**src/rtl/core/symbol_address_floor_lookup_top_defines.svh**
```systemverilog
// Assertion macros for the symbol address floor lookup block.
// Included by the top level; depends on nothing else.
`ifndef SYMBOL_ADDRESS_FLOOR_LOOKUP_TOP_DEFINES_SVH
`define SYMBOL_ADDRESS_FLOOR_LOOKUP_TOP_DEFINES_SVH

// Same-cycle implication, disabled during reset.
`define SAFL_ASSERT_IMPL(label, clk, rst, pre, post) \
  label: assert property (@(posedge clk) disable iff (rst) (pre) |-> (post)) \
    else $error("safl assertion failed");

// Next-cycle implication, disabled during reset.
`define SAFL_ASSERT_NEXT(label, clk, rst, pre, post) \
  label: assert property (@(posedge clk) disable iff (rst) (pre) |=> (post)) \
    else $error("safl assertion failed");

`endif

```
**src/rtl/core/safl_pkg.sv**
```systemverilog
// Shared types and constants for the symbol address floor lookup block.
// Used by the table cells, the scan unit and the top level.
package safl_pkg;

  localparam int DEFAULT_TABLE_DEPTH = 64;
  localparam int ADDR_W = 32;
  localparam int NAME_W = 32;
  localparam int COUNT_OUT_W = 7;

  localparam logic [3:0] TYPE_FUNCTION = 4'd2;

  typedef enum logic [1:0] {
    CMD_CLEAR  = 2'd0,
    CMD_INSERT = 2'd1,
    CMD_LOOKUP = 2'd2
  } cmd_t;

  typedef enum logic {
    ST_IDLE = 1'b0,
    ST_SCAN = 1'b1
  } st_t;

  typedef struct packed {
    logic insert;
    logic rotate;
  } cell_ctl_t;

  typedef struct packed {
    logic              done;
    logic              found;
    logic [NAME_W-1:0] name;
    logic [ADDR_W-1:0] distance;
  } scan_res_t;

endpackage

```
**src/rtl/core/safl_scan.sv**
```systemverilog
// Lookup scan unit: watches the head cell while the table rotates once.
// Depends on safl_pkg; keeps the best candidate seen so far.
module safl_scan import safl_pkg::*; #(
  parameter int DEPTH = DEFAULT_TABLE_DEPTH,
  parameter int CNT_W = 7
) (
  input  logic              clk,
  input  logic              rst,
  input  logic              start,
  input  logic [ADDR_W-1:0] lookup_addr,
  input  logic [CNT_W-1:0]  count,
  input  logic [ADDR_W-1:0] entry_addr,
  input  logic [NAME_W-1:0] entry_name,
  output logic              rotate,
  output scan_res_t         res
);

  localparam int STEP_W = (DEPTH > 1) ? $clog2(DEPTH) : 1;
  localparam logic [STEP_W-1:0] LAST_STEP = STEP_W'(DEPTH - 1);

  logic              active;
  logic              done;
  logic              hit;
  logic [STEP_W-1:0] step;
  logic [ADDR_W-1:0] lk_addr;
  logic [ADDR_W-1:0] best_addr;
  logic [NAME_W-1:0] best_name;
  logic              better;

  // Strictly greater keeps the earliest of equal starts.
  assign better = (CNT_W'(step) < count) && (entry_addr <= lk_addr) &&
                  (!hit || (entry_addr > best_addr));

  always_ff @(posedge clk) begin
    if (rst) begin
      active <= 1'b0;
      done   <= 1'b0;
      hit    <= 1'b0;
      step   <= '0;
    end else begin
      done <= !start && active && (step == LAST_STEP);
      if (start) begin
        active <= 1'b1;
        hit    <= 1'b0;
        step   <= '0;
      end else if (active) begin
        if (better) begin
          hit <= 1'b1;
        end
        if (step == LAST_STEP) begin
          active <= 1'b0;
        end else begin
          step <= step + 1'b1;
        end
      end
    end
  end

  always_ff @(posedge clk) begin
    if (start) begin
      lk_addr <= lookup_addr;
    end
    if (active && better) begin
      best_addr <= entry_addr;
      best_name <= entry_name;
    end
  end

  assign rotate       = active;
  assign res.done     = done;
  assign res.found    = hit;
  assign res.name     = hit ? best_name : '0;
  assign res.distance = hit ? (lk_addr - best_addr) : '0;

endmodule

```
**config.mk**
```make
export PLATFORM = sky130hd
export DESIGN_NAME = safl_scan
export DESIGN_NICKNAME = d
export VERILOG_FILES = /design/src/rtl/core/symbol_address_floor_lookup_top_defines.svh /design/src/rtl/core/safl_pkg.sv /design/src/rtl/core/safl_scan.sv
export SDC_FILE = /design/constraint.sdc
export NUM_CORES = 1
export LEC_CHECK = 0
export BUFFER_PORTS_ARGS = -buffer_cell sky130_fd_sc_hd__buf_2
export CAP_MARGIN = 20
export CORE_ASPECT_RATIO = 1.2
export CORE_MARGIN = 2
export CORE_UTILIZATION = 50
export DETAILED_ROUTE_END_ITERATION = 7
export PLACE_DENSITY = 0.76
export SLEW_MARGIN = 40
export SYNTH_ARGS = -nofsm -noshare
export SYNTH_HDL_FRONTEND = slang
export SYNTH_SLANG_ARGS = --single-unit
export TNS_END_PERCENT = 20
```
**constraint.sdc**
```tcl
create_clock -name clk -period 7.2 [get_ports clk]
set_clock_uncertainty 0.05 [all_clocks]
set_input_delay 1.08 -clock clk [delete_from_list [all_inputs] [get_ports clk]]
set_output_delay 1.08 -clock clk [all_outputs]
set_load 0.02 [all_outputs]
```
# --- Yosys cells after proc, flatten, opt, wreduce, memory -nomap -nowiden ---
# Index checks and enable logic that the tools add are counted.
word_totals:
  ff_bits: 105
  elab_cells: 30
op_classes:
  n_eq_ne: 1
  add_sub_neg: 2
  n_lt_le_gt_ge: 3
  reduce_logical: 11
  mux: 5
  bitwise: 1
op_table:
  columns: ["operator", "n"]
  rows:
  - ["$mux 32", 2]
  - ["$gt 32x32->1", 1]
  - ["$le 32x32->1", 1]
  - ["$sub 32x32->32", 1]
  - ["$lt 6x7->1", 1]
  - ["$add 6x1->6 const B", 1]
  - ["$eq 6x6->1 const B", 1]
  - ["$logic_and 1x1->1", 5]
  - ["$reduce_and 2->1", 2]
  - ["$mux 1", 3]
  - ["$logic_not 1->1", 2]
  - ["$reduce_or 2->1", 1]
  - ["$logic_or 1x1->1", 1]
  - ["$not 1->1", 1]

# --- Longest topological paths before layout ---
# Gate-level depths: netlist of run 1.
depth:
  word_depth: 4
  ltp_mapped: 12
  mapped_depth_nobuf: 12

# --- Worst setup path before layout of run 1 ---
# Ideal clock, no wire load.
synth_timing:
  path_kind: "in2reg"
  start: "input entry_addr[9]"
  end: "register best_addr[0], enable pin"
  setup_time_ps: 429
  arrival_ps: 4207
  n_path_buf: 0
  slack_ps: 2514
  stages: 9
  t_required_ps: 6721
  path_cell_list: "ha_1 -> a21o_1 -> a21o_1 -> a21oi_1 -> o21a_1 -> o221ai_1 -> a221o_1 -> a211oi_1 -> and3_1"
synth_via:
  elab_chain_cells: 4
  word_cells_on_any_way: 6
  cone_classes: "2 x order compare; 4 x reduce/logical"
synth_rtl:
  columns: ["element", "line", "rtl"]
  rows:
  - ["start, declared", "safl_scan.sv:12", "input logic [ADDR_W-1:0] entry_addr,"]
  - ["$le 32x32->1 / $gt 32x32->1 (equally long branches)", "safl_scan.sv:31, safl_scan.sv:32", null]
  - ["$logic_and 1x1->1 / $logic_or 1x1->1 (equally long branches)", "safl_scan.sv:31, safl_scan.sv:32", null]
  - ["$logic_and 1x1->1 (*)", "safl_scan.sv:31", "assign better = (CNT_W'(step) < count) && (entry_addr <= lk_addr) &&"]
  - ["$logic_and 1x1->1 (*)", "safl_scan.sv:63", "if (active && better) begin"]
  - ["end signal, assigned", "safl_scan.sv:64", "best_addr <= entry_addr;"]
  - ["end, declared", "safl_scan.sv:26", "logic [ADDR_W-1:0] best_addr;"]
# Every way passes the cells marked *; elsewhere a longest branch is shown, timed or not.
# A chain may end at the register's enable or synchronous reset.

==> results_dict.tcl, run 1 <==
set metrics [dict create \
    drt_pass1_iterations 6 \
    yosys.area_share.simple_pct 13.2 \
    fin_tns_setup_ns 0 \
    max_freq_ghz 0.222 \
    drive_above_1_share_pct 24.8 \
    cts-resized-gates 0 \
    row_count 47 \
    crit_path_end_kind "output port" \
    design.die.area_um2 15000 \
    io_buffers 172 \
    grt_overflow 0 \
    core_area_um2 13800 \
    cts_buffers 9 \
    via_per_inst 5.44 \
    io_pins 173 \
    crit_required_ns 6.07 \
    synth_nets 873 \
    max-slew-margin-rel_pct 50.6 \
    arrival_ns 3.38 \
    status "finished, final reports clean" \
    drtIter0Drc 238 \
    synth-edff-count 96 \
    rsz0062_at_grt "false" \
    h-tree-depth 3 \
    post_cts_buffers 0 \
    synth_seq_cells 105 \
    dpl_cell_area_um2 8070 \
    synth_seq_area_share_pct 43.5 \
    clock_latency_ns 0.36 \
    synth_cell_types 61 \
    finalSetupViolCount 0 \
    yosys_warnings 0 \
    wirelength_um 16400 \
    final_cell_area_um2 8390 \
    drv_slew 0 \
    grt_pass1_wl_um 25900 \
    p_leak_nw 4.09 \
    worstHoldStart "step[5]" \
    ctsHoldBuffers 0 \
    synth_compound_area_share_pct 16.5 \
    max-cap-violations 0 \
    remaining_drc_errors 0 \
    die_w_um 112 \
    fin_crit_ns 4.51 \
    crit_start "lk_addr[0]" \
    root_buffer "clkbuf_16" \
    worstMarginPinSlew_ns 0.741 \
    synthMuxAreaShare_pct 0.569 \
    worstHoldPathType "reg2reg" \
    synthFlopType "edfxtp_1" \
    power_mw 1.67 \
    synth-xor-area-share_pct 2.99 \
    synth_area_um2 7030 \
    die_h_um 134 \
    synth_top_family_by_area "adder cells" \
    diodes 0 \
    syn-mean-instance-area_um2 10.6 \
    p_per_area_nw_per_um2 199 \
    detail-route-antenna-nets 0 \
    ctsLongestPathBuffers 2 \
    cts_tree "done" \
    cts.clk_slew.worst_paths_ns 0.08 \
    crit_type "reg2out" \
    place_congestion 0.846 \
    syn_inst 665 \
    dp_hpwl_um 12900 \
    grt_max_degree 44 \
    hold_viol_final 0 \
    nets 1047 \
    wire_per_inst_um 16.2 \
    start_util_pct 51.1 \
    clkSinkCount 105 \
    synth_fa_ha_area_share_pct 18.2 \
    syn2layout_area_growth_pct 19.2 \
    r2r-start "lk_addr[1]" \
    synthArstFlopShare_pct 0 \
    critPathLaunchType "register" \
    fin_crit_sh_pct 62.7 \
    vdd_ir_drop_max_uv 133 \
    path_max_fanout 4 \
    grt_pass1_vias 5451 \
    grt_usage_pct 21.8 \
    dr_total_vias 5521 \
    antenna_found_initial 1 \
]
## state kept, by name, indices dropped and copies added, names as in the netlist
name,cells
best_addr,32
best_name,32
done,1
hit,1
lk_addr,32
rotate,1
step,6
## area by class of cell
type / count / area, um^2
Timing Repair Buffer: 174 / 878
Clock inverter: 7 / 92.6
Tap cell: 171 / 214
Fill cell: 1198 / 5370
Inverter: 77 / 289
Multi-Input combinational cell: 472 / 3630
Clock buffer: 9 / 225
Sequential cell: 105 / 3060
## logic make-up (layout without fill, tap and decap cells)
group	Yosys count	after routing
AOI/OAI and AO/OA	165	165
adders and majority gates	102	102
buffers and inverters	88	267
and+or+nand+nor	177	177
muxes	4	4
DFF	105	105
xor gates and xnor gates	24	24
## Yosys cell counts, types with 2 or more instances
master / number / area share, %
ha_1: 101 / 18
edfxtp_1: 96 / 41
inv_1: 75 / 4.0
nor2_1: 49 / 2.6
a21oi_1: 47 / 3.3
a21o_1: 38 / 4.1
and2_1: 34 / 3.0
nand2_1: 22 / 1.2
o21ai_0: 21 / 1.5
nand4_1: 20 / 1.8
xnor2_1: 16 / 2.0
nor2b_1: 12 / 1.1
nand2b_1: 10 / 0.89
dfxtp_1: 9 / 2.6
nor3_1: 8 / 0.57
xor2_1: 8 / 1.0
a211oi_1: 7 / 0.75
o21a_1: 7 / 0.75
o21ai_1: 7 / 0.50
a31oi_1: 6 / 0.53
and3_1: 6 / 0.53
clkbuf_1: 6 / 0.32
nand3_1: 5 / 0.36
mux2i_1: 4 / 0.57
a221o_1: 3 / 0.43
o211ai_1: 3 / 0.32
o31a_1: 3 / 0.37
a21oi_2: 2 / 0.25
and4_1: 2 / 0.25
buf_4: 2 / 0.21
o2111ai_1: 2 / 0.25
o211a_1: 2 / 0.28
o21ai_2: 2 / 0.25
or2_2: 2 / 0.18
or3_1: 2 / 0.18
## placed cells by master, fill, tap and decap left out, drive strengths merged, types with 8 or more instances in the layout
master and instances:
a211oi 8, edfxtp 96, xnor2 16, xor2 8, and2 35, a21o 38, ha 101, nand4 20
nor3 9, nand2 22, dfxtp 9, inv 81, o21ai 30, nand2b 10, buf 174, nor2b 13
a21oi 49, nor2 49, clkbuf 9
## final timing paths
| check | to | slack (ns) | cells past startpoint |
|---|---|---|---|
| hold reg to reg | done | 0.50 | 2 |
| setup / recovery | res[30] | 2.69 | 13 |
| hold / removal | done | 0.50 | 2 |
| setup reg to reg | best_addr[24] | 3.25 | 11 |
## stage by stage
step / hold slack [ns] / setup WS, ns / util, % / cells
floorplan: 0.433 / 2.51 / - / 665
global placement: 0.476 / 2.62 / 58.6 / 999
detailed placement: 0.481 / 2.48 / 58.6 / 999
CTS: 0.496 / 2.67 / 60.9 / 1015
global route: 0.540 / 2.50 / 61.0 / 1015
finish: 0.499 / 2.69 / 61.0 / 1015
## critical path, stage by stage, from the launching register on
cell and delay [ns]:
edfxtp_1 0.39, inv_1 0.07, ha_1 0.17, inv_1 0.06, fa_1 0.39, a21oi_1 0.15
nor2b_1 0.08, a311o_2 0.44, a41o_1 0.29, o21ai_2 0.22, o21a_1 0.19, a31oi_1 0.10
mux2i_1 0.25, buf_2 0.22
## power breakdown
part	switching (mW)	internal, mW	total (mW)
sequential	0.0161	0.712	0.728
combinational	0.240	0.172	0.412
clock	0.245	0.280	0.525
## metal layers
metal	track usage [%]	vias up	share of wire, %
li1	-	2774	-
met3	4.70	25	6.7
met2	38.3	192	49
met5	0	-	0.12
met4	7.52	2	2.2
met1	26.5	2528	42
(Power assumes the default switching activity.)
==> run 2: changes to the inputs <==
==> constraint.sdc (replaced) <==
create_clock -name clk -period 4.6 [get_ports clk]
set_clock_uncertainty 0.05 [all_clocks]
set_input_delay 0.69 -clock clk [delete_from_list [all_inputs] [get_ports clk]]
set_output_delay 0.69 -clock clk [all_outputs]
set_load 0.02 [all_outputs]
==> results_dict.tcl, run 2 (synthesis results as in run 1) <==
set metrics [dict create \
    post_cts_buffers 0 \
    p_per_area_nw_per_um2 305 \
    ctsLongestPathBuffers 2 \
    max_stage_delay_ns 0.45 \
    finish.utilization_pct 61.0 \
    reg.largest.list "best_addr x32, best_name x32, lk_addr x32" \
    arrival_ns 3.34 \
    clock_latency_ns 0.36 \
    row_count 47 \
    start_util_pct 51.1 \
    crit_cells 13 \
    hold_viol_final 0 \
    place_congestion 0.855 \
    regArea_um2 3060 \
    ctsHoldBuffers 0 \
    cpMaxStageDelayCell "a311o_2" \
    grt_usage_pct 21.7 \
    crit_type "reg2out" \
    root_buffer "clkbuf_16" \
    r2r_end "best_addr[17]" \
    h-tree-depth 3 \
    grt_overflow 0 \
    via_per_inst 5.48 \
    drive_above_1_share_pct 24.8 \
    reg2reg_setup_slack_ns 1.35 \
    nets 1047 \
    cts.clk_slew.worst_paths_ns 0.08 \
    wirelength_um 16300 \
    cts_buffers 9 \
    design.die.area_um2 15000 \
    drtIter0Drc 217 \
    fin_crit_sh_pct 88.8 \
    worstMarginPinSlew_ns 0.570 \
    core_area_um2 13800 \
    remaining_drc_errors 0 \
    vdd_ir_drop_max_uv 260 \
    rsz0062_at_grt "false" \
    path_common_cell "inv_1" \
    layout_commonest_cell "buf_2" \
    finalSetupViolCount 0 \
    r2r_cells 11 \
    cts_tree "done" \
    die_w_um 112 \
    r2r-start "lk_addr[5]" \
    fin_tns_setup_ns 0 \
    cp_num_buf_inv 3 \
    path_max_fanout 4 \
    max-cap-violations 0 \
    max_freq_ghz 0.245 \
    critPathLaunchType "register" \
    worstHoldPathType "in2reg" \
    detail-route-antenna-nets 0 \
    syn2layout_area_growth_pct 19.3 \
    multiInputGateArea_um2 3630 \
    hold_depth 2 \
    dp_slack_ns 0.939 \
    fillers 1174 \
    path_delay_family "compound AO/OA/AOI/OAI gates" \
    status "finished, final reports clean" \
    grt_pass1_wl_um 25900 \
    grt_pass1_vias 5476 \
    dp_hpwl_um 12900 \
    grt_max_degree 65 \
    crit_path_end_kind "output port" \
    crit_chain "inv_1 -> ha_1 -> inv_1 -> fa_1 -> a21oi_1 -> nor2b_1 -> a311o_2 -> a311oi_2 -> o32ai_1 -> a21oi_2 -> xor2_1 -> nor2_1 -> buf_2" \
    worstHoldStart "rst" \
    fin_crit_ns 4.08 \
    crit_start "lk_addr[0]" \
    antenna_found_initial 3 \
    crit_required_ns 3.86 \
    final_cell_mix "171 x buf_2, 101 x ha_1, 96 x edfxtp_1" \
    drv_slew 0 \
    die_h_um 134 \
    cts-resized-gates 0 \
    max-slew-margin-rel_pct 61.9 \
    layout_setup_ws_ns 0.517 \
    drt_pass1_iterations 5 \
    io_buffers 172 \
    wire_per_inst_um 16.1 \
    dr_total_vias 5567 \
    p_leak_nw 4.09 \
    cp-endpoint "res[14]" \
    power_mw 2.56 \
    clkSinkCount 105 \
    io_pins 173 \
]
[run 2: cell count changes in the layout (fill, tap and decap cells not counted)]
cell       previous run  this run
inv_8                 1         2
bufinv_16             1         0
inv_6                 4         2
buf_12                0         1
buf_4                 3         2
clkinv_8              1         2
clkinv_4              0         1
diode_2               0         1
[run 2: routing by layer]
metal	vias up	part of all wire, %	GRT usage (%)	wire, um
met2	180	50	39.0	8100
met1	2583	42	26.1	6830
li1	2771	-	-	-
met3	29	6.1	4.70	997
met5	-	0.17	0	27
met4	4	2.3	6.71	376
[run 2: report_power, final]
| group | leakage, nW | internal, mW | switching, mW |
|---|---|---|---|
| combinational | 2.95 | 0.271 | 0.371 |
| clock | 0.150 | 0.389 | 0.387 |
| sequential | 0.980 | 1.11 | 0.0248 |
[run 2: stage by stage]
| stage | hold slack, ns | cell area, um^2 | cells |
|---|---|---|---|
| 6_report | 0.451 | 8390 | 1016 |
| 3_5_place_dp | 0.483 | 8080 | 999 |
| 2_1_floorplan | 0.433 | 7030 | 665 |
| 5_1_grt | 0.431 | 8390 | 1016 |
| 4_1_cts | 0.434 | 8390 | 1015 |
| 3_3_place_gp | 0.477 | 8080 | 999 |
[run 2: worst min path at each step]
stage	to	slack [ns]
after floorplan	done	0.43
after global placement	step[4]	0.48
after detailed placement	done	0.48
after CTS	rotate	0.43
after global routing	rotate	0.43
final	rotate	0.45
[run 2: area by class of cell]
class / count / area share (%)
clock inverters: 7 / 0.969
flip-flops and latches: 105 / 36.5
well taps: 171 / 2.55
clock buffers: 9 / 2.68
multi-input cells: 472 / 43.2
diodes: 1 / 0.0298
repair buffers: 174 / 10.6
inverters: 77 / 3.44
