### src/rtl/core/symbol_address_floor_lookup_top_defines.svh
// Assertion macros for the symbol address floor lookup block.
// Included by the top level; depends on nothing else.
`ifndef SYMBOL_ADDRESS_FLOOR_LOOKUP_TOP_DEFINES_SVH
`define SYMBOL_ADDRESS_FLOOR_LOOKUP_TOP_DEFINES_SVH

// Same-cycle implication, disabled during reset.
`define SAFL_ASSERT_IMPL(label, clk, rst, pre, post) \
  label: assert property (@(posedge clk) disable iff (rst) (pre) |-> (post)) \
    else $error("safl assertion failed");

// Next-cycle implication, disabled during reset.
`define SAFL_ASSERT_NEXT(label, clk, rst, pre, post) \
  label: assert property (@(posedge clk) disable iff (rst) (pre) |=> (post)) \
    else $error("safl assertion failed");

`endif

### src/rtl/core/safl_pkg.sv
// Shared types and constants for the symbol address floor lookup block.
// Used by the table cells, the scan unit and the top level.
package safl_pkg;

  localparam int DEFAULT_TABLE_DEPTH = 64;
  localparam int ADDR_W = 32;
  localparam int NAME_W = 32;
  localparam int COUNT_OUT_W = 7;

  localparam logic [3:0] TYPE_FUNCTION = 4'd2;

  typedef enum logic [1:0] {
    CMD_CLEAR  = 2'd0,
    CMD_INSERT = 2'd1,
    CMD_LOOKUP = 2'd2
  } cmd_t;

  typedef enum logic {
    ST_IDLE = 1'b0,
    ST_SCAN = 1'b1
  } st_t;

  typedef struct packed {
    logic insert;
    logic rotate;
  } cell_ctl_t;

  typedef struct packed {
    logic              done;
    logic              found;
    logic [NAME_W-1:0] name;
    logic [ADDR_W-1:0] distance;
  } scan_res_t;

endpackage

### src/rtl/core/safl_cell.sv
// One table cell: holds a symbol start address and name offset.
// Depends on safl_pkg; neighbors are wired up by the top level.
module safl_cell import safl_pkg::*; #(
  parameter int INDEX = 0,
  parameter int CNT_W = 7
) (
  input  logic              clk,
  input  cell_ctl_t         ctl,
  input  logic [CNT_W-1:0]  count,
  input  logic [ADDR_W-1:0] new_addr,
  input  logic [NAME_W-1:0] new_name,
  input  logic              gt_prev,
  input  logic [ADDR_W-1:0] left_addr,
  input  logic [NAME_W-1:0] left_name,
  input  logic [ADDR_W-1:0] right_addr,
  input  logic [NAME_W-1:0] right_name,
  output logic              gt,
  output logic [ADDR_W-1:0] addr,
  output logic [NAME_W-1:0] name
);

  logic held;
  logic at_end;
  logic load_new;
  logic take_left;

  assign held   = CNT_W'(INDEX) < count;
  assign at_end = CNT_W'(INDEX) == count;
  // A held entry above the new address moves one cell up.
  assign gt        = held && (addr > new_addr);
  assign take_left = ctl.insert && gt_prev;
  assign load_new  = ctl.insert && !gt_prev && (gt || at_end);

  always_ff @(posedge clk) begin
    if (ctl.rotate) begin
      addr <= right_addr;
      name <= right_name;
    end else if (take_left) begin
      addr <= left_addr;
      name <= left_name;
    end else if (load_new) begin
      addr <= new_addr;
      name <= new_name;
    end
  end

endmodule

### config.mk
export PLATFORM = sky130hd
export DESIGN_NAME = safl_cell
export DESIGN_NICKNAME = d
export VERILOG_FILES = /design/src/rtl/core/symbol_address_floor_lookup_top_defines.svh /design/src/rtl/core/safl_pkg.sv /design/src/rtl/core/safl_cell.sv
export SDC_FILE = /design/constraint.sdc
export NUM_CORES = 1
export LEC_CHECK = 0
export ABC_AREA = 1
export ABC_CLOCK_PERIOD_IN_PS = 10100
export BUFFER_PORTS_ARGS = -buffer_cell sky130_fd_sc_hd__buf_2
export CAP_MARGIN = 20
export CORE_AREA = 2 2 105 107
export CTS_CLUSTER_SIZE = 10
export DETAILED_ROUTE_END_ITERATION = 7
export DIE_AREA = 0 0 107 109
export MAX_ROUTING_LAYER = met4
export PLACE_DENSITY = 0.73
export SYNTH_ARGS = -nofsm -noshare
export SYNTH_HDL_FRONTEND = slang
export SYNTH_SLANG_ARGS = --single-unit
### constraint.sdc
create_clock -name clk -period 10.1 [get_ports clk]
set_clock_uncertainty 0.2 [all_clocks]
set_input_delay 0 -clock clk [delete_from_list [all_inputs] [get_ports clk]]
set_output_delay 0 -clock clk [all_outputs]
set_load 0.01 [all_outputs]
After elaboration in Yosys (flattened, before gate mapping)

Cells that the tools add are included.

Logic and storage cells: 18
Register bits after elaboration: 64
Bits of input ports: 203

Reductions and logical operators: 8
Magnitude comparators: 2
Muxes and demuxes: 6

Operator list:

| kind                 | number |
|---|---|
| $mux W32             | 6 |
| $gt A32 B32 Y1       | 1 |
| $logic_not A7 Y1     | 1 |
| $lt A1 B7 Y1 const A | 1 |
| $logic_and A1 B1 Y1  | 4 |
| $reduce_bool A3 Y1   | 1 |
| $logic_not A1 Y1     | 1 |
| $logic_or A1 B1 Y1   | 1 |

Depth between registers and ports, before layout

Gate-level depths: netlist of the first run.

Depth after elaboration: 7
Mapped depth: 17
Depth with buffers taken out: 17

Least setup slack after synthesis of the first run

Ideal clock, no wire load.

Path kind: register to register
From: reg addr[23]
To: reg addr[0], enable pin
Cell stages (with the launch flop): 12
Arrival: 2711 ps
Clock period less this slack: 3335 ps
Required time: 9476 ps
Path slack: 6765 ps
Library setup time: 424 ps
Cells stage by stage: edfxtp_1 ha_1 nand2_2 nor2_4 nand4_2 nor2_2 nand2_1 nand2_1 nand2_1 nand2_1 nand2_1 nand2_1

Longest elaborated chain between the ends: 5

RTL lines:

| what                         | line            | RTL |
|---|---|---|
| start, declared              | safl_cell.sv:18 | `output logic [ADDR_W-1:0] addr,` |
| start signal, assigned       | safl_cell.sv:36 | `addr <= right_addr;` |
| start signal, assigned       | safl_cell.sv:39 | `addr <= left_addr;` |
| start signal, assigned       | safl_cell.sv:42 | `addr <= new_addr;` |
| $gt A32 B32 Y1               | safl_cell.sv:30 | `assign gt = held && (addr > new_addr);` |
| $logic_and A1 B1 Y1          | safl_cell.sv:30 |  |
| $logic_or A1 B1 Y1           | safl_cell.sv:32 | `assign load_new = ctl.insert && !gt_prev && (gt \|\| at_end);` |
| $logic_and A1 B1 Y1          | safl_cell.sv:32 |  |
| $reduce_bool A3 Y1 (no line) | n/a             |  |

No other way between the ends.
A chain may end at the register's enable or synchronous reset.

Worst setup path in the final report of the first run

From: reg addr[3]
To: reg name[0], enable pin

Longest elaborated chain between the ends: 5

RTL lines:

| what                         | line            | RTL |
|---|---|---|
| $gt A32 B32 Y1               | safl_cell.sv:30 |  |
| $logic_and A1 B1 Y1          | safl_cell.sv:30 |  |
| $logic_or A1 B1 Y1           | safl_cell.sv:32 |  |
| $logic_and A1 B1 Y1          | safl_cell.sv:32 |  |
| $reduce_bool A3 Y1 (no line) | n/a             |  |
| end signal, assigned         | safl_cell.sv:37 | `name <= right_name;` |
| end signal, assigned         | safl_cell.sv:40 | `name <= left_name;` |
| end signal, assigned         | safl_cell.sv:43 | `name <= new_name;` |
| end, declared                | safl_cell.sv:19 | `output logic [NAME_W-1:0] name` |

No other way between the ends.

==> flow_metrics.py, run 1 <==
metrics = {
    "layout": {
        "drive_above_1_share": 0.330,
        "num-nets-final": 1120,
        "nFillCells": 847,
        "fin_cells": 1028,
        "design_area_um2": 6960,
        "syn_to_final_growth_pct": 69.3,
    },
    "worst_setup_path": {
        "r2r-start": "addr[3]",
        "crit_type": "flop to flop",
        "reg2reg_depth": 15,
        "crit_chain": "ha_1 > nand2_1 > inv_2 > nand2_1 > nand2_1 > nand2_1 > nand2_1 > nand2_1 > nand2_1 > nand2_1 > nand2_1 > nand2_1 > nand2_1 > nand2_1 > nand2_4",
        "reg2reg_slack_ps": 7370,
        "slowest_stage": "nand2_4",
        "max_stage_delay_ps": 640,
        "reg2reg_to": "name[0]",
        "crit_required_ps": 9850,
        "crit_fanout": 64,
        "end_kind": "flop",
        "crit_top_cell": "nand2_1",
        "cp-start-kind": "flop",
        "critical_path_arrival_ps": 2480,
    },
    "synthesis": {
        "ys_top_cells_by_area": "edfxtp_1 (47%), nand2_1 (15%), a31oi_1 (9.7%), ha_1 (9.7%), nor2_1 (6.8%)",
        "syn_area_per_cell_um2": 8.18,
        "synth_fp_nets": 738,
        "yosys_warnings": 0,
        "ys_seq_elements": 64,
        "ys_types": 22,
        "ys_seq_area_frac": 0.467,
        "ys_top_cells_by_count": "nand2_1 (168), nor2_1 (74), a31oi_1 (64), edfxtp_1 (64), inv_1 (39)",
        "synth_edf_count": 64,
        "synth_top_area_share": 0.467,
        "syn_area_um2": 4110,
        "yosysMostFrequentCell": "nand2_1",
        "yosysTopAreaCell": "edfxtp_1",
        "synthFlopType": "edfxtp_1",
        "synth_cells": 503,
        "synthArstFlopShare": 0,
    },
    "placed_design": {
        "dp_cells": 885,
        "hpwl_um": 9240,
        "post-place-ws_ps": 7360,
        "place_congestion": 0.880,
        "place_area_um2": 5520,
        "numPortBuffers": 267,
    },
    "global_route": {
        "antenna_found_initial": 1,
        "grt_usage": 0.254,
        "grt_pass1_wl_um": 22800,
        "grt_max_degree": 75,
        "grt_pass1_vias": 5135,
        "overflow": 0,
    },
    "floorplan": {
        "rows": 38,
        "die_w_um": 107,
        "core-area_um2": 10600,
        "io_pins": 268,
        "start_util": 0.388,
        "die_h_um": 109,
        "die_area_um2": 11700,
    },
    "routing": {
        "via_count": 5057,
        "wl_per_cell_um": 14.3,
        "postRouteAntennaNets": 0,
        "wl_met2_um": 7540,
        "dr.first_iter.drc_count": 303,
        "drcViolationCount": 0,
        "dr.pass1.iters": 4,
        "wl_met3_um": 1180,
        "met1Wirelength_um": 5510,
        "drt-total-wl_um": 14700,
        "viasPerCell": 4.92,
        "highest_layer": "met4",
    },
    "timing": {
        "whs_ps": 348,
        "slew_viol_final": 0,
        "min_period_ps": 2730,
        "fin_crit_sh": 0.270,
        "worstMarginPinSlew_ps": 902,
        "setup_tns_ps": 0,
        "fin_ws_ps": 7370,
        "setup_viol": 0,
        "rsz0062_at_grt": "no",
        "max_slew_margin": 0.399,
        "final_hold_viol_count": 0,
        "fmax_mhz": 366,
    },
    "clocking": {
        "clock_sinks": 64,
        "clockRootBuffer": "clkbuf_8",
        "cts_buffer_depth": 2,
        "h-tree-depth": 3,
        "clock_latency_ps": 330,
        "cts_buffers": 9,
        "post_cts_buffers": 0,
        "tritoncts": "built",
        "path_clk_slew_ps": 80,
    },
    "worst_hold_path": {
        "hold_depth": 4,
        "min_to": "addr[8]",
        "hp-class": "primary input to flop",
        "hold_start": "left_addr[8]",
    },
    "power_and_ir_drop": {
        "peakVddDrop_v": 0.0000660,
        "power_density_nw_per_um2": 110,
        "leakagePower_uw": 0.00341,
    },
    "flow_run": {
        "maxCapViolations": 0,
    },
    "outcome": {
        "status": "finished clean",
    },
}
[per-stage QoR]
step	util	power (uW)
final	0.657	763
after global routing	0.657	805
after CTS	0.655	759
after detailed placement	0.521	536
after global placement	0.521	530
after floorplan	-	445
[worst max path at each step]
stage / slack (ps) / endpoint / start / cells past startpoint
floorplan: 6770 / addr[0] / addr[23] / 11
global placement: 7450 / name[22] / ctl[0] / 4
detailed placement: 7360 / name[16] / addr[15] / 13
CTS: 7340 / name[0] / addr[15] / 13
global route: 7130 / name[26] / addr[15] / 13
finish: 7370 / name[0] / addr[3] / 15
[layout make-up]
| class | count | area, um2 | share of cell area |
|---|---|---|---|
| timing repair buffer | 398 | 2650 | 0.381 |
| sequential | 64 | 1920 | 0.276 |
| multi-input combinational | 369 | 1910 | 0.274 |
| tap | 140 | 175 | 0.0252 |
| inverter | 43 | 163 | 0.0234 |
| clock buffer | 9 | 124 | 0.0178 |
| clock inverter | 4 | 15.0 | 0.00216 |
| antenna | 1 | 2.50 | 0.000359 |
[where the power goes]
part | leakage, uW | internal [uW] | switching (uW)
registers | 0.000636 | 328 | 11.4
clock network | 0.0000710 | 81.7 | 94.0
logic | 0.00270 | 127 | 121
[repair_timing]
action | 4_1_cts | 5_1_grt
hold buffers | 128 | 0
gates resized for setup | 0 | 0
hold endpoints to repair | 64 | 0
[worst max-delay path, delay by kind of cell, from the launching register on]
family	cells	cell delay (ps)
flops	1	410
simple gates	13	1360
buf+inv	1	50
fa+ha+maj	1	330
[state kept, by name, indices dropped and copies added (netlist names)]
register  count
addr         32
name         32
[routing by layer]
layer / GRT usage / up-vias
met3: 0.0580 / 42
met4: 0.114 / 0
li1: - / 2460
met2: 0.459 / 277
met1: 0.265 / 2278
met5: - / -
[cells in the final DEF, fill, tap and decap left out, drive strengths merged]
master,instances
nor4,1
buf,270
clkbuf,9
nor2,79
dlygate4sd3,128
a31oi,64
a21oi,14
o21ai,2
a21o,1
inv,41
nand4,2
nand3,2
ha,32
diode,1
nand2,171
clkinv,6
edfxtp,64
o21a,1
[cells by family after synthesis]
kind of cell / share of synthesized area
adder cells (fa/ha/maj): 0.0974
AO/OA/AOI/OAI: 0.120
AND/OR/NAND/NOR: 0.244
buffers and inverters: 0.0709
flip-flops: 0.467
No activity file was read; power rests on OpenSTA's default activity.
==> run 2: changes to the inputs <==
--- a/config.mk
+++ b/config.mk
@@ -5,16 +5,16 @@
 export SDC_FILE = /design/constraint.sdc
 export NUM_CORES = 1
 export LEC_CHECK = 0
-export ABC_AREA = 1
-export ABC_CLOCK_PERIOD_IN_PS = 10100
+export ABC_AREA = 0
+export ABC_CLOCK_PERIOD_IN_PS = 2700
 export BUFFER_PORTS_ARGS = -buffer_cell sky130_fd_sc_hd__buf_2
 export CAP_MARGIN = 20
-export CORE_AREA = 2 2 105 107
+export CORE_AREA = 2 2 104 106
 export CTS_CLUSTER_SIZE = 10
 export DETAILED_ROUTE_END_ITERATION = 7
-export DIE_AREA = 0 0 107 109
+export DIE_AREA = 0 0 106 108
 export MAX_ROUTING_LAYER = met4
-export PLACE_DENSITY = 0.73
+export PLACE_DENSITY = 0.74
 export SYNTH_ARGS = -nofsm -noshare
 export SYNTH_HDL_FRONTEND = slang
 export SYNTH_SLANG_ARGS = --single-unit
==> constraint.sdc (replaced) <==
create_clock -name clk -period 2.7 [get_ports clk]
set_clock_uncertainty 0.2 [all_clocks]
set_input_delay 0 -clock clk [delete_from_list [all_inputs] [get_ports clk]]
set_output_delay 0 -clock clk [all_outputs]
set_load 0.01 [all_outputs]
==> run 2 against run 1 <==
Net effect: clock power rose to 4.4 times the previous value; first-iteration DRC count fell by 21%; global-route usage rose by 0.90 points; worst setup slack got worse by 7300 ps; critical path type unchanged; largest power group unchanged; highest routed layer unchanged.
==> flow_metrics.py, run 2 <==
metrics = {
    "synthesis": {
        "ys_seq_area_frac": 0.469,
        "synth_top_family_by_area": "multiplexers",
        "syn_area_um2": 4100,
        "muxShareOfSynthArea": 0.156,
        "yosysMostFrequentCell": "nand2_1",
        "synth_xor_area_frac": 0,
        "synth-simple-area-share": 0.104,
        "ys_top_cells_by_count": "nand2_1 (69), o21ai_0 (65), edfxtp_1 (64), mux2i_1 (64)",
        "yosysTopAreaCell": "edfxtp_1",
        "synthFlopType": "edfxtp_1",
        "ys_top_cells_by_area": "edfxtp_1 (47%), mux2i_1 (16%), ha_1 (9.8%), o21ai_0 (7.9%), nand2_1 (6.3%)",
        "synth_cells": 396,
        "ys_types": 31,
        "yosys_warnings": 0,
        "ys_seq_elements": 64,
        "synthArstFlopShare": 0,
        "synth_top_area_share": 0.469,
        "synth_fp_nets": 631,
        "synth_compound_gate_area_share": 0.119,
        "syn_area_per_cell_um2": 10.4,
        "synth_edf_count": 64,
        "synthAdderAreaFrac": 0.0976,
    },
    "routing": {
        "postRouteAntennaNets": 0,
        "wl_per_cell_um": 16.1,
        "via_count": 4682,
        "drcViolationCount": 0,
        "viasPerCell": 4.99,
        "drt-total-wl_um": 15100,
        "dr.pass1.iters": 5,
        "dr.first_iter.drc_count": 239,
    },
    "power_and_ir_drop": {
        "peakVddDrop_v": 0.000298,
        "p_int_uw": 2210,
        "clkPwrFrac": 0.251,
        "power_density_nw_per_um2": 422,
        "leakagePower_uw": 0.00377,
        "power_uw": 3090,
        "seqPwrFrac": 0.416,
        "swShare": 0.285,
        "power.switching_uw": 883,
        "comb_power_share": 0.333,
    },
    "outcome": {
        "status": "finished clean",
    },
    "layout": {
        "utilization": 0.717,
        "num-nets-final": 1032,
        "final_cell_mix": "buf_2 (266), dlygate4sd3_1 (128), nand2_1 (68), o21ai_0 (65)",
        "drive_above_1_share": 0.388,
        "reg_top3": "addr: 32 flops, name: 32 flops",
        "fin_cells": 938,
        "syn_to_final_growth_pct": 78.8,
        "nFillCells": 740,
        "final_common_cell": "buf_2",
        "design_area_um2": 7330,
        "antenna_cells": 0,
    },
    "floorplan": {
        "core-area_um2": 10200,
        "rows": 37,
        "io_pins": 268,
        "die_w_um": 106,
        "die_h_um": 108,
        "die_area_um2": 11400,
        "start_util": 0.401,
    },
    "timing": {
        "fmax_mhz": 378,
        "whs_ps": 240,
        "fin_crit_sh": 0.981,
        "max_slew_margin": 0.647,
        "rsz0062_at_grt": "yes",
        "slew_viol_final": 0,
        "setup_viol": 0,
        "final_hold_viol_count": 0,
        "min_period_ps": 2650,
        "worstMarginPinSlew_ps": 530,
    },
    "placed_design": {
        "numPortBuffers": 267,
        "hpwl_um": 9680,
        "place_congestion": 0.802,
        "dp_cells": 783,
        "place_area_um2": 5670,
    },
    "global_route": {
        "grt_usage": 0.263,
        "grt_pass1_wl_um": 22600,
        "grt_pass1_vias": 4867,
        "grt_max_degree": 80,
        "overflow": 0,
        "antenna_found_initial": 0,
    },
    "worst_setup_path": {
        "r2r-start": "addr[13]",
        "crit_type": "flop to flop",
        "crit_fanout": 8,
        "critical_path_arrival_ps": 2550,
        "crit_required_ps": 2600,
        "cp-start-kind": "flop",
        "crit_start": "addr[13]",
        "end_kind": "flop",
    },
    "flow_run": {
        "maxCapViolations": 0,
    },
    "clocking": {
        "tritoncts": "built",
        "clock_sinks": 64,
        "path_clk_slew_ps": 70,
        "clock_latency_ps": 340,
        "clockRootBuffer": "clkbuf_8",
        "cts_buffer_depth": 2,
        "h-tree-depth": 3,
        "cts_buffers": 9,
    },
    "worst_hold_path": {
        "hold_start": "ctl[1]",
        "hp-class": "primary input to flop",
    },
}
==> run 2: cell count changes after synthesis, sizes merged, moves of 4 or more <==
cell    change
a31oi      -62
nand3       +4
nand4       +4
nor2       -76
buf        -15
clkbuf      +8
nand2     -102
mux2i      +64
o21ai      +63
inv        -10
==> run 2: per-layer routing <==
| layer | part of all wire | GRT usage | up-vias |
|---|---|---|---|
| met5 | 0 | - | - |
| met3 | 0.068 | 0.0681 | 45 |
| met1 | 0.37 | 0.259 | 2186 |
| li1 | - | - | 2241 |
| met4 | 0.032 | 0.117 | 0 |
| met2 | 0.53 | 0.489 | 210 |
==> run 2: timing repair <==
item	in CTS	in global routing
endpoints found under the setup margin	0	65
gates resized for setup	0	9
hold buffers	128	0
setup buffers	0	6
hold endpoints to repair	64	0
==> run 2: critical path, stage by stage, from the launching register on <==
cell and delay [ps]:
edfxtp_1 400, ha_1 310, nand4_1 190, buf_4 150, nor2_1 50, a221o_1 350, o31ai_4 300, a31oi_4 130
buf_6 170, clkbuf_16 160
==> run 2: worst paths after layout <==
kind	cells after the start	endpoint	slack [ps]
setup reg to reg	9	addr[28]	50
setup / recovery	9	addr[28]	50
hold reg to reg	6	addr[11]	1080
hold / removal	5	addr[11]	240
==> run 2: cells by family (layout without fill, tap and decap cells) <==
group | Yosys count | after routing
AOI/OAI and AO/OA | 91 | 91
muxes | 64 | 64
DFF | 64 | 64
adders and majority gates | 32 | 32
buffers and inverters | 52 | 458
and+or+nand+nor | 93 | 93
==> run 2: cell type report <==
class / instances / area [um2] / area share
Sequential cell: 64 / 1920 / 0.262
Tap cell: 136 / 170 / 0.0232
Clock inverter: 5 / 47.5 / 0.00648
Timing Repair Buffer: 410 / 2850 / 0.389
Clock buffer: 11 / 131 / 0.0179
Inverter: 32 / 120 / 0.0164
Multi-Input combinational cell: 280 / 2090 / 0.285
==> run 2: stage by stage <==
stage / setup TNS, ps / setup WS [ps]
2_1_floorplan: -34440 / -538
3_3_place_gp: 0 / 161
3_5_place_dp: 0 / 70.6
4_1_cts: 0 / 45.8
5_1_grt: -365 / -16.7
6_report: 0 / 52.5
==> run 2: power groups by stage <==
stage	registers (uW)	clock network (uW)	logic (uW)
after CTS	1290	788	945
after global routing	1300	832	1120
after global placement	1300	0	736
after floorplan	1370	0	313
final	1290	776	1030
after detailed placement	1310	0	757
==> run 3: changes to the inputs <==
--- a/config.mk
+++ b/config.mk
@@ -14,7 +14,7 @@
 export DETAILED_ROUTE_END_ITERATION = 7
 export DIE_AREA = 0 0 106 108
 export MAX_ROUTING_LAYER = met4
-export PLACE_DENSITY = 0.74
+export PLACE_DENSITY = 0.72
 export SYNTH_ARGS = -nofsm -noshare
 export SYNTH_HDL_FRONTEND = slang
 export SYNTH_SLANG_ARGS = --single-unit
==> run 3 against run 2 <==
Net effect: total power down 0.80%; critical path type unchanged; cell count down 0.43%; worst hold slack better by 46 ps; largest cell class unchanged; non-clock buffer count decreased by 4; clock-buffer cell count rose by 1; via count decreased by 1.9%; core utilization down 0.78 points; routed wire length shrank 2.0%; maximum frequency rose by 0.75%; sequential cell count stayed put.
==> flow_metrics.py, run 3 (synthesis results as in run 2) <==
metrics = {
    "placed_design": {
        "place_congestion": 0.845,
        "post-place-ws_ps": 86.0,
        "hpwl_um": 9730,
        "numPortBuffers": 267,
    },
    "routing": {
        "drcViolationCount": 0,
        "drt-total-wl_um": 14800,
        "postRouteAntennaNets": 0,
        "viasPerCell": 4.92,
        "dr.pass1.iters": 5,
        "wl_per_cell_um": 15.8,
        "via_count": 4591,
        "dr.first_iter.drc_count": 288,
    },
    "floorplan": {
        "die_h_um": 108,
        "start_util": 0.401,
        "core-area_um2": 10200,
        "die_w_um": 106,
        "die_area_um2": 11400,
        "rows": 37,
        "io_pins": 268,
    },
    "clocking": {
        "cts_buffers": 9,
        "clockRootBuffer": "clkbuf_8",
        "clock_latency_ps": 340,
        "path_clk_slew_ps": 70,
        "cts_buffer_depth": 2,
        "clock_sinks": 64,
        "h-tree-depth": 3,
        "tritoncts": "built",
    },
    "layout": {
        "num-nets-final": 1028,
        "final_common_cell": "buf_2",
        "utilization": 0.709,
        "reg_top3": "addr: 32 flops, name: 32 flops",
        "final_cell_mix": "buf_2 (266), dlygate4sd3_1 (130), nand2_1 (68), o21ai_0 (65)",
        "drive_above_1_share": 0.382,
        "antenna_cells": 0,
        "nFillCells": 750,
        "syn_to_final_growth_pct": 76.8,
    },
    "timing": {
        "max_slew_margin": 0.580,
        "fmax_mhz": 381,
        "worstMarginPinSlew_ps": 631,
        "fin_ws_ps": 72.2,
        "slew_viol_final": 0,
        "setup_viol": 0,
        "whs_ps": 286,
        "setup_tns_ps": 0,
        "min_period_ps": 2630,
        "final_hold_viol_count": 0,
        "fin_crit_sh": 0.973,
    },
    "worst_setup_path": {
        "critical_path_arrival_ps": 2480,
        "crit_chain": "ha_4 > nand4_1 > nor4_4 > a21boi_4 > o31ai_4 > a31oi_4 > buf_4 > clkbuf_16",
        "max_stage_delay_ps": 440,
        "crit_buf_inv": 2,
        "end_kind": "flop",
        "crit_fanout": 16,
        "crit_type": "flop to flop",
        "crit_required_ps": 2550,
        "critical_path.top_delay_family": "simple AND/OR/NAND/NOR gates",
        "cp-start-kind": "flop",
        "slowest_stage": "edfxtp_1",
    },
    "global_route": {
        "grt_usage": 0.259,
        "grt_max_degree": 78,
        "grt_pass1_vias": 4812,
        "antenna_found_initial": 0,
        "overflow": 0,
        "grt_pass1_wl_um": 22400,
    },
    "worst_hold_path": {
        "hp-class": "primary input to flop",
    },
    "flow_run": {
        "maxCapViolations": 0,
    },
    "power_and_ir_drop": {
        "peakVddDrop_v": 0.000238,
        "power_density_nw_per_um2": 423,
        "leakagePower_uw": 0.00373,
    },
    "outcome": {
        "status": "finished clean",
    },
}
-- run 3: layout make-up --
| cell class | instances | area, um2 | area share |
|---|---|---|---|
| inverter | 32 | 120 | 0.0166 |
| multi-input combinational | 280 | 2080 | 0.287 |
| clock inverter | 4 | 45.0 | 0.00621 |
| clock buffer | 12 | 135 | 0.0186 |
| tap | 136 | 170 | 0.0235 |
| timing repair buffer | 406 | 2780 | 0.383 |
| sequential | 64 | 1920 | 0.265 |
-- run 3: per-stage QoR --
stage / cells / cell area [um2] / total power (uW)
global placement: 784 / 5660 / 2040
detailed placement: 784 / 5660 / 2060
CTS: 930 / 7150 / 3040
finish: 934 / 7250 / 3070
global route: 934 / 7250 / 3230
floorplan: 396 / 4180 / 1680
-- run 3: final timing paths --
path	to	slack, ps	from	cells after the start
setup / recovery	addr[7]	70	addr[11]	8
hold / removal	addr[6]	290	ctl[1]	5
setup reg to reg	addr[7]	70	addr[11]	8
hold reg to reg	addr[6]	1130	addr[31]	6
-- run 3: report_power, final --
group	switching (uW)	leakage (uW)	internal [uW]
Sequential	47.7	0.000651	1240
Clock	360	0.0000941	423
Combinational	467	0.00299	532
Total	875	0.00373	2200
-- run 3: worst min-delay path, cell delays in order --
cell and delay, ps:
buf_2 140, o32ai_2 140, a31oi_4 50, buf_4 150, buf_12 150
-- run 3: repair_timing --
item	in CTS	in global routing
endpoints found under the setup margin	0	65
setup buffers	0	2
hold buffers	130	0
resized for setup	0	6
hold endpoints to repair	64	0
-- run 3: metal layers --
layer | vias up | share of wire | wire [um] | GRT usage
met2 | 227 | 0.53 | 7790 | 0.479
met1 | 2101 | 0.38 | 5610 | 0.266
met4 | 0 | 0.026 | 384 | 0.0959
li1 | 2233 | - | - | -
met3 | 30 | 0.069 | 1010 | 0.0651
met5 | - | 0 | 0 | -
